### src/rtl/core/assert_macros.svh
// Assertion helpers used by the RTL.
`ifndef ASSERT_MACROS_SVH
`define ASSERT_MACROS_SVH

// Clocked implication, disabled in reset.
`define ASSERT_IMPL(label, ante, cons, msg) \
    label: assert property (@(posedge clk) disable iff (!rst_n) (ante) |-> (cons)) \
        else $error(msg);

// Clocked next-cycle implication, disabled in reset.
`define ASSERT_NEXT(label, ante, cons, msg) \
    label: assert property (@(posedge clk) disable iff (!rst_n) (ante) |=> (cons)) \
        else $error(msg);

`endif

### src/rtl/core/hprt_pkg.sv
`timescale 1ns / 1ps
package hprt_pkg;
    localparam int HAZARD_SLOTS  = 16;
    localparam int RETIRED_DEPTH = 32;
    localparam int POINTER_BITS  = 48;
    localparam int SLOT_W = $clog2(HAZARD_SLOTS);
    localparam int RET_W  = $clog2(RETIRED_DEPTH);
    localparam int CNT_W  = $clog2(RETIRED_DEPTH + 1);

    localparam logic [2:0] OP_ACQUIRE = 3'd0;
    localparam logic [2:0] OP_RELEASE = 3'd1;
    localparam logic [2:0] OP_PROTECT = 3'd2;
    localparam logic [2:0] OP_RETIRE  = 3'd3;
    localparam logic [2:0] OP_SCAN    = 3'd4;

    localparam logic [1:0] KIND_GRANTED   = 2'd0;
    localparam logic [1:0] KIND_NONE_FREE = 2'd1;
    localparam logic [1:0] KIND_DONE      = 2'd2;
    localparam logic [1:0] KIND_FREED     = 2'd3;

    typedef logic [POINTER_BITS-1:0] ptr_t;
endpackage

### src/rtl/core/hprt_ram.sv
`timescale 1ns / 1ps
module hprt_ram #(
    parameter int WIDTH = 8,
    parameter int DEPTH = 16
) (
    input  logic                     clk,
    input  logic                     we,
    input  logic [$clog2(DEPTH)-1:0] waddr,
    input  logic [WIDTH-1:0]         wdata,
    input  logic [$clog2(DEPTH)-1:0] raddr,
    output logic [WIDTH-1:0]         rdata
);
    logic [WIDTH-1:0] mem [DEPTH];

    always_ff @(posedge clk)
    begin
        if (we)
        begin
            mem[waddr] <= wdata;
        end
        rdata <= mem[raddr];
    end
endmodule

### src/rtl/core/hazard_pointer_reclaim_table.sv
`timescale 1ns / 1ps
// Sequence: acquire/release/protect/null retire/unknown go through EXEC, then DONE;
//   a retire into a list with room goes EXEC, POST, DONE. Scan: EXEC, then RD and CHK
//   per word (one RAM read, then slot match), a final RD, then DONE; full retire adds POST.
// Throughput: busy until the done word; one op at a time. The receiver cannot stall.
// Reset (rst_n low, async): slots inactive and cleared, retired count zero;
//   retired-list RAM is not cleared (only entries below the count are read).
module hazard_pointer_reclaim_table
    import hprt_pkg::*;
(
    input  logic        clk,
    input  logic        rst_n,
    input  logic        start,
    output logic        busy,
    input  logic [2:0]  opcode,
    input  logic [3:0]  slot_index,
    input  logic [47:0] pointer_value,
    output logic        strobe,
    output logic [1:0]  result_kind,
    output logic [3:0]  granted_slot,
    output logic [47:0] freed_pointer,
    output logic        last
);
`include "assert_macros.svh"

    // Sequencer states
    localparam logic [2:0] ST_IDLE = 3'd0;
    localparam logic [2:0] ST_EXEC = 3'd1;  // slot op / decide
    localparam logic [2:0] ST_RD   = 3'd2;  // issue list read
    localparam logic [2:0] ST_CHK  = 3'd3;  // match read word against slots
    localparam logic [2:0] ST_POST = 3'd4;  // retire: append to list, or emit the pointer if still full after scan
    localparam logic [2:0] ST_DONE = 3'd5;

    logic [2:0]  state_reg, state_next;
    logic [2:0]  op_reg;
    logic [3:0]  slot_reg;
    ptr_t        ptr_reg;
    logic        scan_for_retire_reg, scan_for_retire_next;

    // Hazard slots: 16 entries, each compared at a fixed place, kept in flops.
    logic [HAZARD_SLOTS-1:0] active_reg;
    ptr_t                    sptr_reg [HAZARD_SLOTS];

    logic [CNT_W-1:0] count_reg, count_next;
    logic [CNT_W-1:0] rd_reg, rd_next;   // scan read index
    logic [CNT_W-1:0] wr_reg, wr_next;   // scan compaction index

    // Retired-list RAM
    logic            ram_we;
    logic [RET_W-1:0] ram_waddr, ram_raddr;
    ptr_t            ram_wdata, ram_rdata;

    hprt_ram #(.WIDTH(POINTER_BITS), .DEPTH(RETIRED_DEPTH)) u_list (
        .clk   (clk),
        .we    (ram_we),
        .waddr (ram_waddr),
        .wdata (ram_wdata),
        .raddr (ram_raddr),
        .rdata (ram_rdata)
    );

    // Output word registers
    logic        strobe_next;
    logic [1:0]  kind_next;
    logic [3:0]  gslot_next;
    ptr_t        fptr_next;
    logic        last_next;

    // Lowest free slot
    logic [SLOT_W-1:0] free_idx;
    logic              free_any;
    always_comb
    begin
        free_idx = '0;
        free_any = 1'b0;
        for (int i = HAZARD_SLOTS - 1; i >= 0; i--)
        begin
            if (!active_reg[i])
            begin
                free_idx = SLOT_W'(i);
                free_any = 1'b1;
            end
        end
    end

    // Is the RAM word held by an active slot
    logic held;
    always_comb
    begin
        held = 1'b0;
        for (int i = 0; i < HAZARD_SLOTS; i++)
        begin
            if (active_reg[i] && sptr_reg[i] == ram_rdata)
            begin
                held = 1'b1;
            end
        end
    end

    logic slot_ok;
    assign slot_ok = ({1'b0, slot_reg} < 5'(HAZARD_SLOTS));

    assign busy = (state_reg != ST_IDLE);

    always_comb
    begin
        state_next           = state_reg;
        scan_for_retire_next = scan_for_retire_reg;
        count_next           = count_reg;
        rd_next              = rd_reg;
        wr_next              = wr_reg;
        ram_we               = 1'b0;
        ram_waddr            = wr_reg[RET_W-1:0];
        ram_wdata            = ram_rdata;
        ram_raddr            = rd_reg[RET_W-1:0];
        strobe_next          = 1'b0;
        kind_next            = KIND_DONE;
        gslot_next           = '0;
        fptr_next            = '0;
        last_next            = 1'b0;
        unique case (state_reg)
            ST_IDLE:
            begin
                if (start)
                begin
                    state_next = ST_EXEC;
                end
            end
            ST_EXEC:
            begin
                state_next = ST_DONE;
                rd_next    = '0;
                wr_next    = '0;
                scan_for_retire_next = 1'b0;
                case (op_reg)
                    OP_ACQUIRE:
                    begin
                        strobe_next = 1'b1;
                        if (free_any)
                        begin
                            kind_next  = KIND_GRANTED;
                            gslot_next = 4'(free_idx);
                        end
                        else
                        begin
                            kind_next = KIND_NONE_FREE;
                        end
                    end
                    OP_RETIRE:
                    begin
                        if (ptr_reg != '0)
                        begin
                            if (count_reg >= CNT_W'(RETIRED_DEPTH))
                            begin
                                scan_for_retire_next = 1'b1;
                                state_next = ST_RD;
                            end
                            else
                            begin
                                state_next = ST_POST;
                            end
                        end
                    end
                    OP_SCAN:
                    begin
                        state_next = ST_RD;
                    end
                    default:
                    begin
                    end
                endcase
            end
            ST_RD:
            begin
                if (rd_reg >= count_reg)
                begin
                    count_next = wr_reg;
                    state_next = scan_for_retire_reg ? ST_POST : ST_DONE;
                end
                else
                begin
                    state_next = ST_CHK;
                end
            end
            ST_CHK:
            begin
                if (held)
                begin
                    ram_we  = 1'b1;
                    wr_next = wr_reg + CNT_W'(1);
                end
                else
                begin
                    strobe_next = 1'b1;
                    kind_next   = KIND_FREED;
                    fptr_next   = ram_rdata;
                end
                rd_next    = rd_reg + CNT_W'(1);
                ram_raddr  = rd_next[RET_W-1:0];
                state_next = ST_RD;
            end
            ST_POST:
            begin
                if (count_reg >= CNT_W'(RETIRED_DEPTH))
                begin
                    strobe_next = 1'b1;
                    kind_next   = KIND_FREED;
                    fptr_next   = ptr_reg;
                end
                else
                begin
                    ram_we     = 1'b1;
                    ram_waddr  = count_reg[RET_W-1:0];
                    ram_wdata  = ptr_reg;
                    count_next = count_reg + CNT_W'(1);
                end
                state_next = ST_DONE;
            end
            ST_DONE:
            begin
                strobe_next = 1'b1;
                kind_next   = KIND_DONE;
                last_next   = 1'b1;
                state_next  = ST_IDLE;
            end
            default:
            begin
                state_next = ST_IDLE;
            end
        endcase
    end

    // Control and output registers
    always_ff @(posedge clk or negedge rst_n)
    begin
        if (!rst_n)
        begin
            state_reg           <= ST_IDLE;
            scan_for_retire_reg <= 1'b0;
            count_reg           <= '0;
            rd_reg              <= '0;
            wr_reg              <= '0;
            strobe              <= 1'b0;
            active_reg          <= '0;
        end
        else
        begin
            state_reg           <= state_next;
            scan_for_retire_reg <= scan_for_retire_next;
            count_reg           <= count_next;
            rd_reg              <= rd_next;
            wr_reg              <= wr_next;
            strobe              <= strobe_next;
            if (state_reg == ST_EXEC)
            begin
                if (op_reg == OP_ACQUIRE && free_any)
                begin
                    active_reg[free_idx] <= 1'b1;
                end
                else if (op_reg == OP_RELEASE && slot_ok)
                begin
                    active_reg[slot_reg[SLOT_W-1:0]] <= 1'b0;
                end
            end
        end
    end

    // Slot pointers: reset to zero, only meaningful while active but cleared anyway.
    always_ff @(posedge clk or negedge rst_n)
    begin
        if (!rst_n)
        begin
            for (int i = 0; i < HAZARD_SLOTS; i++)
            begin
                sptr_reg[i] <= '0;
            end
        end
        else if (state_reg == ST_EXEC)
        begin
            if (op_reg == OP_ACQUIRE && free_any)
            begin
                sptr_reg[free_idx] <= '0;
            end
            else if (op_reg == OP_RELEASE && slot_ok)
            begin
                sptr_reg[slot_reg[SLOT_W-1:0]] <= '0;
            end
            else if (op_reg == OP_PROTECT && slot_ok && active_reg[slot_reg[SLOT_W-1:0]])
            begin
                sptr_reg[slot_reg[SLOT_W-1:0]] <= ptr_reg;
            end
        end
    end

    // Captured command word and result payload
    always_ff @(posedge clk)
    begin
        if (start && !busy)
        begin
            op_reg   <= opcode;
            slot_reg <= slot_index;
            ptr_reg  <= pointer_value;
        end
        result_kind   <= kind_next;
        granted_slot  <= gslot_next;
        freed_pointer <= fptr_next;
        last          <= last_next;
    end

    `ASSERT_IMPL(a_count_range, 1'b1, count_reg <= CNT_W'(RETIRED_DEPTH), "retired count overflow")
    `ASSERT_IMPL(a_wr_le_rd, busy, wr_reg <= rd_reg, "compaction index passed read index")
    `ASSERT_NEXT(a_done_last, state_reg == ST_DONE, strobe && last, "done word missing")
    `ASSERT_NEXT(a_start_busy, start && !busy, busy, "accepted command did not go busy")
endmodule
### config.mk
export PLATFORM = sky130hd
export DESIGN_NAME = hazard_pointer_reclaim_table
export DESIGN_NICKNAME = d
export VERILOG_FILES = /design/src/rtl/core/hprt_pkg.sv /design/src/rtl/core/hprt_ram.sv /design/src/rtl/core/hazard_pointer_reclaim_table.sv
export VERILOG_INCLUDE_DIRS = /design/src /design/src/rtl/core
export SDC_FILE = /design/constraint.sdc
export NUM_CORES = 2
export LEC_CHECK = 0
export CAP_MARGIN = 20
export CORE_MARGIN = 2
export CORE_UTILIZATION = 45
export DETAILED_ROUTE_END_ITERATION = 10
export DONT_BUFFER_PORTS = 1
export PLACE_DENSITY = 0.63
export SLEW_MARGIN = 20
export SYNTH_ARGS = -nofsm -noshare
export SYNTH_HDL_FRONTEND = slang
export SYNTH_SLANG_ARGS = --single-unit
### constraint.sdc
create_clock -name clk -period 12.3 [get_ports clk]
set_clock_uncertainty 0.15 [all_clocks]
set_input_delay 0.615 -clock clk [delete_from_list [all_inputs] [get_ports clk]]
set_output_delay 0.615 -clock clk [all_outputs]
set_load 0.01 [all_outputs]
Yosys cells after proc, flatten, opt, wreduce, memory -nomap -nowiden --
Memories as Yosys holds them, arrays and structs flattened. A register that Yosys moved wholly into a read port is not among the register bits. Index checks and enable logic that the tools add are counted.
Word-level totals: input bits 58, word-level logic and storage cells 221, memory bits (writable) 1536, bits in registers 917, memories kept 1
Cells by class: muxes and demuxes 102, reduce and logical (&&, ||, !) cells 37, bitwise gates (word level) 9, equal/unequal tests 29, magnitude comparators 10, $add $sub $neg 3
Memories:
- u_list.mem | words 32, width 48, read ports 1, clocked after memory_dff 1, wr ports 1, RTL line hprt_ram.sv:13 | logic [WIDTH-1:0] mem [DEPTH];
Operators with widths (number):
- 2-to-1 mux 768 bit | 3
- AND 768 bit | 2
- NOT 768 bit | 2
- bitwise mux 768 bit | 1
- == test 48 bit | 16
- demux 48 bit (select 4 bit) | 2
- 2-to-1 mux 48 bit | 6
- one-hot mux 48 bit (2 select lines) | 1
- 2-to-1 mux 4 bit | 16
- 2-to-1 mux 1 bit | 49
- nonzero test 48 bit | 1
- one-hot mux 6 bit (2 select lines) | 3
- 2-to-1 mux 16 bit | 2
- logical AND 1 bit | 23
- adder 6 x 1 -> 6 bit, second input constant | 3
- 2-to-1 mux 6 bit | 3
- AND 16 bit | 1
- NOT 16 bit | 1
- OR 16 bit | 1
- 2-to-1 mux 5 bit | 3
- one-hot mux 3 bit (5 select lines) | 1
- == test 3 x 2 -> 1 bit, second input constant | 4
- 2-to-1 mux 3 bit | 4
- >= comparator 5 bit, second input constant | 2
- other kinds (22) | 40

Depth between registers and ports, before layout --
word-level depth 24, gate-level depth with buffers 14

Cells and area by module --
From an unflattened synthesis, not the netlist that was laid out.
Unflattened totals: cell total of the unflattened synthesis 7507, area, all modules 106773.7 um^2
Modules (own cells, without submodules):
- hprt_ram | sequential area each 47085.2 um^2, cells each 3364, instances 1, area an instance 60724.5 um^2
- hazard_pointer_reclaim_table | sequential area each 22947.0 um^2, cells each 4143, instances 1, area an instance 46049.2 um^2

Worst setup path before layout --
OpenSTA, ideal clock, no wires.
kind reg-to-reg, start register u_list.rdata[2] (read register of u_list.mem), end memory u_list.mem[12][0] in the netlist's numbering, enable pin, buffers on the path 2, library setup time 0.454 ns, arrival 4.330 ns, period minus slack after synthesis 4.934 ns, data required time 11.696 ns, cell stages (with the launch flop) 12, path slack 7.366 ns, cells stage by stage dfxtp_1 buf_4 buf_2 xnor2_1 nand4_1 nor4_1 nand4_1 o41ai_1 nor4_1 a21oi_1 a31oi_1 nor2_1
Between the ends: cells in the longest elaborated chain, start to end 22, elaborated cells on any way between the ends 52, classes of those cells eq/ne: 16; mux: 20; reduce/logical: 16
RTL lines:
- start, declared | RTL line hprt_ram.sv:11 | output logic [WIDTH-1:0] rdata
- == test 48 bit | RTL line hazard_pointer_reclaim_table.sv:93 | if (active_reg[i] && sptr_reg[i] == ram_rdata)
- logical AND 1 bit | RTL line hazard_pointer_reclaim_table.sv:93
- 2-to-1 mux 1 bit (15 in series) | RTL line hazard_pointer_reclaim_table.sv:93
- 2-to-1 mux 1 bit * | RTL line hazard_pointer_reclaim_table.sv:93
- 2-to-1 mux 1 bit * | RTL line hazard_pointer_reclaim_table.sv:187 | if (held)
- one-hot mux 1 bit (2 select lines) * | RTL line hazard_pointer_reclaim_table.sv:121 | unique case (state_reg)
- 2-to-1 mux 1 bit * | RTL line hprt_ram.sv:17 | if (we)
- 2-to-1 mux 1 bit (not written as such) * | RTL line hprt_ram.sv:19 | mem[waddr] <= wdata;
- end, declared | RTL line hprt_ram.sv:13
Mark *: on every way between the ends. The rest lies on a longest branch, timed or not.

Worst setup path in the final report --
start register u_list.rdata[6] (read register of u_list.mem), end memory u_list.mem[23][22] in the netlist's numbering, enable pin
Same word-level chain as after synthesis.

==> flow_summary.json <==
{
  "reg2reg_to": "u_list.mem[23][22]",
  "ir_drop_uv": 196,
  "area_growth_syn_to_layout_pct": 13.0,
  "layout.filler_cells": 18400,
  "ff2ff_path_depth": 13,
  "min_period_over_period": 0.554,
  "timing.final.setup_violations": 0,
  "grt_pass1_vias": 59700,
  "path_common_cell": "buf_4",
  "final.setup.tns_ns": 0,
  "slowest_delay_ns": 1.05,
  "kind_of_cell_with_the_highest_combined_delay_on_the_critical_path": "simple AND/OR/NAND/NOR gates",
  "max_slew_margin": 0.127,
  "gp_routability_congestion": 0.919,
  "worstSetupStartpointType": "flip-flop",
  "drive_above_1_share": 0.195,
  "period_minus_slack_ns": 6.82,
  "placed_cell_area_sq_mm": 0.106,
  "timing.critical_path.required_ns": 12.70,
  "min-delay-path-class": "in2reg",
  "internal-power_mw": 18.7,
  "avgRoutedWirePerCell_um": 34.0,
  "unrepaired_setup_endpoints_after_global_routing": "false",
  "final_hold_viol_count": 0,
  "synth-seq-area-share": 0.682,
  "half_perimeter_wire_length_of_the_detailed_placement_result_mm": 182,
  "share_seq_of_total_power": 0.446,
  "first_pass_grt_wire_length_mm": 459,
  "minimum_setup_slack_among_reg_to_reg_paths_ns": 5.48,
  "design.final.nets": 6404,
  "synth-seq-cells": 2501,
  "cts_root_buffer": "clkbuf_16",
  "power_leakage_nw": 41.4,
  "die_h_um": 482,
  "floorplan.die_area_sq_mm": 0.232,
  "cp_cell_sequence": "buf_4, xnor2_1, nand4_1, nor4_1, nand4_1, o22ai_1, nor4_1, buf_4, a21oi_1, a32oi_1, buf_4, nor2_4, buf_4",
  "largest_reg_flops": 1536,
  "width_of_the_die_um": 482,
  "detail_route.wirelength_mm": 325,
  "viasPerCell": 6.34,
  "critical_path_buf_inv_count": 4,
  "drt_drc_violations_left": 0,
  "worstSetupStartpoint": "u_list.rdata[6]",
  "synth.avg_cell_area_sq_um": 16.4,
  "row_count": 175,
  "power.clock.fraction": 0.296,
  "p_sw_frac": 0.324,
  "worst_ep_arrival_time_ns": 7.22,
  "design.core.area_sq_mm": 0.227,
  "dr.first_iter.drc_count": 7827,
  "initial_utilization": 0.452,
  "sequential_cell_area_sq_mm": 0.0701,
  "detail-route-antenna-nets": 0,
  "cp_slowest_cell": "nor4_1",
  "worstMarginPinSlew_ns": 1.30,
  "antenna_found_initial": 23,
  "max_cap_violations": 0,
  "yosys_warnings": 0,
  "clock_insertion_delay_worst_skew_ns": 0.96,
  "crit_cells": 13,
  "switching_power_mw": 9.00,
  "pin_count": 115,
  "multi_input_area_sq_mm": 0.0309,
  "power.density_cell_area_mw_per_mm2": 239,
  "clk_transition_reported_paths_ns": 0.06,
  "cts_inserted_buffers": 282,
  "netlist-cell-type-count": 66,
  "mappedNetlistArea_sq_mm": 0.103,
  "top_post_synthesis_cells_by_area": "edfxtp_1 47%, dfrtp_1 20%, mux4_2 11%",
  "maximum_clock_rate_mhz": 147,
  "grt_overflow_total": 0,
  "comb_power_share": 0.258,
  "cts_buffer_depth": 4,
  "syn_nets": 6345,
  "asyncSetResetFlopFracSynth": 0.323,
  "fin_area_sq_mm": 0.116,
  "largest_net_degree_at_the_start_of_global_routing": 808,
  "clock_tree_from_tritoncts": "yes",
  "synth_largest_type_area_fraction": 0.465,
  "via_count": 60500,
  "clock_sink_count": 2501,
  "worst_r2r_startpoint": "u_list.rdata[6]",
  "synth-edff-count": 1591,
  "final-max-slew-violation-count": 0,
  "drt_pre_antenna_iters": 8,
  "kind_of_end_point_of_the_critical_path": "flip-flop",
  "dominantRegCellSynth": "edfxtp_1",
  "status": "complete, no violations",
  "synthesis.instances": 6276,
  "port_buffers": 0,
  "aggregate_global_route_resource_usage": 0.279,
  "yosys.area.top_type": "edfxtp_1",
  "critPathKind": "reg2reg",
  "cts.htree.levels": 5,
  "highest_net_fanout_along_the_worst_path": 29,
  "timing.critical_path.to": "u_list.mem[23][22]",
  "total_power_mw": 27.7
}
-- synthesized netlist by cell type, types with 37 or more instances --
master     count
o2bb2ai_1    538
buf_2        174
xnor2_1      369
mux4_2       485
nor4_1       111
xor2_1       319
nor3_1        37
buf_4         50
a22o_1        68
dfxtp_1      103
nand3_1       41
o21ai_0      300
inv_1         61
edfxtp_1    1591
clkbuf_1     215
dfrtp_1      807
nand2_1      478
nand4_1      105
nor2_1        71
mux2_2        50
-- power groups by stage --
stage,registers (mW),logic (mW),clock network (mW)
detailed placement,12.5,6.92,0
global placement,12.5,6.78,0
floorplan,12.2,4.44,0
CTS,12.3,6.96,8.28
finish,12.4,7.16,8.20
global route,12.5,7.55,8.63
-- worst register-to-register path, cell delays in order, from the launching register on --
cell     delay (ns)
dfxtp_2        0.31
buf_4          0.57
xnor2_1        0.22
nand4_1        0.28
nor4_1         1.06
nand4_1        0.36
o22ai_1        0.59
nor4_1         0.26
buf_4          0.21
a21oi_1        0.54
a32oi_1        0.20
buf_4          0.27
nor2_4         0.76
buf_4          0.62
-- per-stage QoR --
stage | std cells | setup WS (ns) | utilization | hold slack, ns
floorplan | 6276 | 7.37 | - | 0.169
global placement | 8995 | 6.04 | 0.468 | 0.222
detailed placement | 8997 | 6.05 | 0.468 | 0.226
CTS | 9535 | 6.02 | 0.509 | -0.728
global route | 9545 | 5.76 | 0.511 | 0.138
finish | 9547 | 5.48 | 0.511 | 0.166
-- area by class of cell --
type | count | share of cell area
flip-flops and latches | 2501 | 0.604
multi-input cells | 3243 | 0.266
clock buffers | 379 | 0.0674
well taps | 3009 | 0.0325
repair buffers | 245 | 0.0187
clock inverters | 103 | 0.00874
inverters | 62 | 0.00201
diodes | 5 | 0.000108
-- worst min path at each step --
stage | from | to | slack [ns] | cells past startpoint
CTS | rst_n | sptr_reg[760] | -0.73 | 0
finish | pointer_value[34] | ptr_reg[34] | 0.17 | 1
floorplan | rst_n | active_reg[0] | 0.17 | 0
global route | pointer_value[31] | ptr_reg[31] | 0.14 | 1
detailed placement | rst_n | sptr_reg[760] | 0.23 | 0
global placement | rst_n | sptr_reg[738] | 0.22 | 0
-- cells in the final DEF, fill, tap and decap left out, types with 105 or more instances in the layout --
cell type / Yosys / layout
nand4_1: 105 / 105
nor4_1: 111 / 106
nand2_1: 478 / 420
edfxtp_1: 1591 / 1591
o21ai_0: 300 / 268
dfrtp_1: 807 / 807
o2bb2ai_1: 538 / 538
xor2_1: 319 / 318
xnor2_1: 369 / 367
clkbuf_16: 0 / 291
mux4_2: 485 / 485
buf_4: 50 / 175
-- metal layers --
| metal | routed length, um | up-vias | global-route usage |
|---|---|---|---|
| met3 | 29000 | 856 | 0.0606 |
| met2 | 150000 | 3292 | 0.428 |
| met4 | 19400 | 12 | 0.144 |
| li1 | - | 24400 | - |
| met5 | 83 | - | 0 |
| met1 | 126000 | 32000 | 0.377 |
-- kinds of logic (layout without fill, tap and decap cells) --
family | Yosys count | after routing | synth area share
XOR/XNOR | 688 | 688 | 0.0587
multiplexers | 542 | 542 | 0.113
AO/OA/AOI/OAI | 1076 | 1076 | 0.0782
AND/OR/NAND/NOR | 926 | 926 | 0.0426
other | 0 | 5 | 0
flip-flops | 2501 | 2501 | 0.682
adder cells (fa/ha/maj) | 11 | 11 | 0.00134
buffers and inverters | 532 | 789 | 0.0245
-- what timing repair did --
| action | CTS | global route |
|---|---|---|
| endpoints found under the hold margin | 869 | 221 |
| gates resized for setup | 0 | 0 |
| hold buffers | 56 | 2 |
| buffers inserted | 0 | 0 |
Note: power is estimated with default switching activity, not from simulation.
